==> src/hdl/sha256_message_hasher_assert.svh <==
// assertion macros for the sha256 message hasher
`ifndef SHA256_MESSAGE_HASHER_ASSERT_SVH
`define SHA256_MESSAGE_HASHER_ASSERT_SVH
// implication checked on every edge outside reset
`define SHA_ASSERT_IMP(label, ante, cons, msg) \
	label: assert property (@(posedge clk) disable iff (!arst_n) (ante) |-> (cons)) \
		else $error(msg);
// next-cycle implication
`define SHA_ASSERT_NXT(label, ante, cons, msg) \
	label: assert property (@(posedge clk) disable iff (!arst_n) (ante) |=> (cons)) \
		else $error(msg);
`endif

==> src/hdl/sha_pkg.sv <==
`timescale 1ns / 1ps
package sha_pkg;
	typedef logic [31:0] word_t;

	typedef struct packed {
		logic [7:0] data_byte;
		logic       has_byte;
		logic       end_of_message;
	} item_t;

	localparam int unsigned QueueDepth = 4;

	localparam word_t InitHash [8] = '{
		32'h6a09e667, 32'hbb67ae85, 32'h3c6ef372, 32'ha54ff53a,
		32'h510e527f, 32'h9b05688c, 32'h1f83d9ab, 32'h5be0cd19
	};

	localparam word_t RoundK [64] = '{
		32'h428a2f98, 32'h71374491, 32'hb5c0fbcf, 32'he9b5dba5,
		32'h3956c25b, 32'h59f111f1, 32'h923f82a4, 32'hab1c5ed5,
		32'hd807aa98, 32'h12835b01, 32'h243185be, 32'h550c7dc3,
		32'h72be5d74, 32'h80deb1fe, 32'h9bdc06a7, 32'hc19bf174,
		32'he49b69c1, 32'hefbe4786, 32'h0fc19dc6, 32'h240ca1cc,
		32'h2de92c6f, 32'h4a7484aa, 32'h5cb0a9dc, 32'h76f988da,
		32'h983e5152, 32'ha831c66d, 32'hb00327c8, 32'hbf597fc7,
		32'hc6e00bf3, 32'hd5a79147, 32'h06ca6351, 32'h14292967,
		32'h27b70a85, 32'h2e1b2138, 32'h4d2c6dfc, 32'h53380d13,
		32'h650a7354, 32'h766a0abb, 32'h81c2c92e, 32'h92722c85,
		32'ha2bfe8a1, 32'ha81a664b, 32'hc24b8b70, 32'hc76c51a3,
		32'hd192e819, 32'hd6990624, 32'hf40e3585, 32'h106aa070,
		32'h19a4c116, 32'h1e376c08, 32'h2748774c, 32'h34b0bcb5,
		32'h391c0cb3, 32'h4ed8aa4a, 32'h5b9cca4f, 32'h682e6ff3,
		32'h748f82ee, 32'h78a5636f, 32'h84c87814, 32'h8cc70208,
		32'h90befffa, 32'ha4506ceb, 32'hbef9a3f7, 32'hc67178f2
	};

	function automatic word_t ror(input word_t x, input int unsigned n);
		ror = (x >> n) | (x << (32 - n));
	endfunction
endpackage

==> src/hdl/sha_front.sv <==
`timescale 1ns / 1ps
// input queue: drops empty items
module sha_front (
	input  logic           clk,
	input  logic           arst_n,
	input  logic           push,
	output logic           full,
	input  sha_pkg::item_t item_in,
	output logic           q_valid,
	input  logic           q_take,
	output sha_pkg::item_t q_item
);
	localparam int unsigned Aw = $clog2(sha_pkg::QueueDepth);

	sha_pkg::item_t mem_q [sha_pkg::QueueDepth];
	logic [Aw-1:0] wr_q, rd_q;
	logic [Aw:0]   cnt_q;
	logic          wr_en, rd_en;

	assign full    = (cnt_q == (Aw+1)'(sha_pkg::QueueDepth));
	assign q_valid = (cnt_q != '0);
	assign q_item  = mem_q[rd_q];
	assign wr_en   = push && !full && (item_in.has_byte || item_in.end_of_message);
	assign rd_en   = q_valid && q_take;

	always_ff @(posedge clk) begin
		if (wr_en) mem_q[wr_q] <= item_in;
	end

	always_ff @(posedge clk or negedge arst_n) begin
		if (!arst_n) begin
			wr_q  <= '0;
			rd_q  <= '0;
			cnt_q <= '0;
		end else begin
			if (wr_en) wr_q <= wr_q + 1'b1;
			if (rd_en) rd_q <= rd_q + 1'b1;
			cnt_q <= cnt_q + (Aw+1)'(wr_en) - (Aw+1)'(rd_en);
		end
	end
endmodule

==> config.mk <==
export PLATFORM = sky130hd
export DESIGN_NAME = sha_front
export DESIGN_NICKNAME = d
export VERILOG_FILES = /design/src/hdl/sha256_message_hasher_assert.svh /design/src/hdl/sha_pkg.sv /design/src/hdl/sha_front.sv
export SDC_FILE = /design/constraint.sdc
export NUM_CORES = 1
export LEC_CHECK = 0
export BUFFER_PORTS_ARGS = -buffer_cell sky130_fd_sc_hd__buf_2
export CAP_MARGIN = 20
export CORE_MARGIN = 10
export CORE_UTILIZATION = 45
export CTS_CLUSTER_DIAMETER = 120
export DETAILED_ROUTE_END_ITERATION = 8
export GPL_ROUTABILITY_DRIVEN = 1
export PLACE_DENSITY_LB_ADDON = 0.2
export SYNTH_ARGS = -nofsm -noshare
export SYNTH_HDL_FRONTEND = slang
export SYNTH_SLANG_ARGS = --single-unit
export TNS_END_PERCENT = 50
==> constraint.sdc <==
create_clock -name clk -period 2.8 [get_ports clk]
set_input_delay 0.14 -clock clk [delete_from_list [all_inputs] [get_ports clk]]
set_output_delay 0.14 -clock clk [all_outputs]
set_load 0.03 [all_outputs]
Yosys cells after proc, flatten, opt, wreduce, memory -nomap -nowiden

Memory sizes are Yosys's and may differ from the RTL's.
Cells that the tools add are included.

Reduce and logical (&&, ||, !) cells: 6
Multiplexer cells: 2
Add/sub/neg operators: 4
Equality and inequality tests: 1

Operators by type and width:

| kind                  | count |
|---|---|
| $add A2 B1 Y2 const B | 2 |
| $add A3 B1 Y3         | 1 |
| $eq A3 B3 Y1 const B  | 1 |
| $logic_and A1 B1 Y1   | 3 |
| $reduce_bool A3 Y1    | 1 |
| $sub A3 B1 Y3         | 1 |
| $mux W1               | 2 |
| $logic_not A1 Y1      | 1 |
| $logic_or A1 B1 Y1    | 1 |

Bits in writable memories: 40
Logic and storage cells: 17
Memories: 1
Flip-flop bits (word level): 7

Memory list:

| name  | depth | bits a word | read ports | clocked after memory_dff | wr ports | RTL line        | RTL |
|---|---|---|---|---|---|---|---|
| mem_q | 4     | 10          | 1          | 0                        | 1        | sha_front.sv:15 | `sha_pkg::item_t mem_q [sha_pkg::QueueDepth];` |

Longest topological paths before layout

Depth after elaboration: 6
Mapped depth: 10
Gate-level depth less buffers: 10

Worst setup path before layout

No wires, ideal clock.

Kind: reg2reg
Start point: register cnt_q[1]
End point: register cnt_q[2]
Setup slack: 560 ps
Library setup time: 129 ps
Cell stages (with the launch flop): 11
Arrival time: 2112 ps
Data required time: 2671 ps
Cell sequence: dfrtp_1 -> nor3b_4 -> nor2_4 -> inv_1 -> ha_1 -> inv_1 -> ha_1 -> inv_1 -> fa_1 -> xnor2_1 -> xnor2_1

Word-level cells in the longest chain between the ends: 6

RTL lines:

| element                          | RTL line        | RTL |
|---|---|---|
| from (decl)                      | sha_front.sv:17 | `logic [Aw:0] cnt_q;` |
| from (signal assigned)           | sha_front.sv:38 | `cnt_q <= cnt_q + (Aw+1)'(wr_en) - (Aw+1)'(rd_en);` |
| $eq A3 B3 Y1                     | sha_front.sv:20 | `assign full = (cnt_q == (Aw+1)'(sha_pkg::QueueDepth));` |
| net full                         | sha_front.sv:7  | `output logic full,` |
| $logic_not A1 Y1                 | sha_front.sv:23 | `assign wr_en = push && !full && (item_in.has_byte \|\| item_in.end_of_message);` |
| $logic_and A1 B1 Y1 (2 in a row) | sha_front.sv:23 |  |
| $add A3 B1 Y3                    | sha_front.sv:38 |  |
| $sub A3 B1 Y3                    | sha_front.sv:38 |  |

The timed path passes the listed nets, and every way through them passes these cells.
A chain may end at the register's enable or synchronous reset.

Final worst setup path

Start point: register cnt_q[1]
End point: register cnt_q[2]

RTL lines:

| element             | RTL line        | RTL |
|---|---|---|
| $reduce_bool A3 Y1  | sha_front.sv:21 | `assign q_valid = (cnt_q != '0);` |
| $logic_and A1 B1 Y1 | sha_front.sv:24 | `assign rd_en = q_valid && q_take;` |
| net rd_en           | sha_front.sv:18 | `logic wr_en, rd_en;` |
| $sub A3 B1 Y3       | sha_front.sv:38 |  |

The timed path passes the listed nets, and every way through them passes these cells.

==> out/results.tsv <==
stage	metric	value	unit
synth	EDFF count, synth	40	
synth	sequential area share after synthesis	73.2	%
finish	register area	1380	um2
drt	drt wl/cell	17.5	um
clock_network	Clock Latency Late Sink	290	ps
timing	Hold Fails Final Rpt	0	
placement	Final HPWL DP	2010	um
floorplan	core area	4030	um2
finish	Layout area overhead	15.4	%
timing	max-slew violations	0	
synth	Syn Nets	109	
timing	final setup margin	620	ps
clock_network	hold_buf cts	1	
floorplan	Die X	84.6	um
power_and_ir_drop	PD cells	1060	nW/um2
synth	Synth top cells by count	40 x edfxtp_1, 10 x mux4_2, 7 x dfrtp_1	
placement	GPL Wtd Cong	0.713	
global_route	first-pass GRT wire length	4880	um
power_and_ir_drop	power consumption	2.31	mW
clock_network	total CTS buffers	5	
timing	Min Clock Period, post-route	2180	ps
placement	Port Buf Inserts	25	
drt	DRT Pass-1 Iters	4	
synth	yosys warns	0	
synth	synth top area cells	edfxtp_1 64%, mux4_2 12%, dfrtp_1 9.3%	
floorplan	Vert. Die Dim	84.6	um
timing	Rel. slew slack	51.3	%
global_route	initial antenna violation count	0	
finish	Antenna diodes	0	
timing	Final TNS setup	0	ps
power_and_ir_drop	Peak VDD IR	0.528	mV
clock_network	Worst-path clk slew	80	ps
floorplan	Top Ports	26	
clock_network	clock sinks	47	
clock_network	Post-CTS Resized	0	
synth	Primary FF master, synth	edfxtp_1	
clock_network	H-tree depth	2	
clock_network	CTS tree	built	
hold_path	Worst Hold Launch	item_in[9]	
drt	DRC Markers	0	
finish	post-route cell area	2170	um2
global_route	GR Overflow Total	0	
placement	DP Worst Slack	636	ps
floorplan	initial core utilization	46.7	%
worst_setup_path	Worst Path Arrival	2390	ps
clock_network	Post-CTS Setup Bufs	0	
synth	mapped cell area	1880	um2
synth	share of the synthesized area in the top cell type	63.9	%
finish	NumNets Final	140	
floorplan	die area	7160	um2
power_and_ir_drop	Leak	0.801	nW
hold_path	Tightest Hold Check Type	in -> reg	
synth	Syn Inst Count	88	
placement	Area after DPL	2050	um2
synth	Mean Syn Cell Area	21.4	um2
worst_setup_path	crit-path max FO	5	
global_route	largest net degree at the start of global routing	15	
drt	First DRT Iteration DRCs	56	
worst_setup_path	worst reg2reg startpoint	cnt_q[1]$_DFF_PN0_	
drt	final wirelength	2970	um
timing	skew final	4.09	ps
worst_setup_path	Crit. Startpoint	cnt_q[1]$_DFF_PN0_	
global_route	number of global-route vias before repair	937	
synth	most frequent cell after synthesis	edfxtp_1	
finish	layout cell share with drive strength beyond 1	42.5	%
worst_setup_path	critical path capture point type	flip-flop	
timing	Setup-failing EPs final	0	
timing	RSZ-0062 raised after global routing	no	
worst_setup_path	Req. time, crit path	3010	ps
floorplan	FP Rows	23	
timing	actual slew at the worst max-slew pin	731	ps
timing	Fin Hold WS	58.0	ps
synth	Synth cell types	18	
synth	largest area contributor in the netlist	edfxtp_1	
worst_setup_path	crit start category	flip-flop	
timing	Final period util	77.8	%
timing	maximum clock frequency	0.459	GHz
drt	ANT nets after route	0	
drt	DR vias/cell	4.99	
synth	flops & latches, synth	47	
finish	Fill cells	345	
clock_network	root buffer cell	clkbuf_8	
clock_network	CTS Buffer Depth	2	
global_route	gr usage total	8.94	%
finish	area of the multi-input gates	465	um2
synth	ys async rst share	14.9	%
drt	vias post-DR	849	
run	Max Cap Viol	0	
worst_setup_path	Crit Path Class	reg -> reg	
run_status	status	finished clean	
-- critical path, stage by stage (launching register included) --
cell	delay, ps
dfrtp_1	480
o31a_2	420
ha_1	280
inv_1	60
ha_1	130
inv_1	50
fa_1	370
xnor2_1	180
xnor2_1	150
-- registers in the layout, indices dropped and copies added, names as in the netlist --
| register | count |
|---|---|
| cnt_q | 3 |
| mem_q | 40 |
| rd_q | 2 |
| wr_q | 2 |
-- cell type report --
type	instances	area share [%]
Sequential cell	47	63.4
Multi-Input combinational cell	33	21.5
Timing Repair Buffer	26	6.23
Clock buffer	5	3.17
Tap cell	50	2.88
Clock inverter	3	1.79
Inverter	6	1.04
-- path summary, 6_finish.rpt --
path                            slack [ps]  cells after the start                     to
worst max-delay path                   620                      8     cnt_q[2]$_DFF_PN0_
worst min-delay path                    60                      1  mem_q[3][9]$_DFFE_PP_
worst max register to register         620                      8     cnt_q[2]$_DFF_PN0_
worst min register to register         580                      1    wr_q[1]$_DFFE_PN0P_
max in group asynchronous             2450                      2    rd_q[0]$_DFFE_PN0P_
min in group asynchronous              200                      2     cnt_q[2]$_DFF_PN0_
-- layout by cell type (no fill, tap or decap) --
cell / n
clkbuf_8: 5
mux2_4: 1
xnor2_1: 4
xor2_1: 1
bufinv_16: 1
mux4_2: 10
or3_2: 1
nor2_4: 1
o21ai_0: 1
ha_1: 6
nand2_1: 1
nor3b_4: 1
inv_1: 6
dfrtp_1: 7
o31a_2: 1
buf_2: 25
clkinv_2: 1
and2_2: 4
dlygate4sd3_1: 1
edfxtp_1: 40
clkinv_1: 1
fa_1: 1
-- through the flow --
step                      utilization [%]  instances
after floorplan                         -         88
after global placement               50.9        161
after detailed placement             50.9        161
after CTS                            53.9        170
after global routing                 53.9        170
final                                53.9        170
-- per-layer routing --
layer	vias up	global-route usage, %	wire (um)
li1	400	-	-
met1	425	10.0	1220
met4	0	3.14	15
met5	-	0	0
met2	22	13.8	1490
met3	2	5.31	251
-- power breakdown --
part | switching (mW) | internal, mW
Combinational | 0.430 | 0.342
Sequential | 0.157 | 0.914
Clock | 0.202 | 0.261
Total | 0.790 | 1.52
-- logic make-up (layout without fill, tap and decap cells) --
| family | Yosys count | in the layout | synth area share (%) |
|---|---|---|---|
| fa+ha+maj | 7 | 7 | 5.06 |
| compound gates | 2 | 2 | 0.798 |
| xor+xnor | 5 | 5 | 2.33 |
| buf+inv | 8 | 40 | 2.06 |
| flops | 47 | 47 | 73.2 |
| mux | 11 | 11 | 12.8 |
| simple gates | 8 | 8 | 3.79 |
Power figures use the tool's default switching activity.
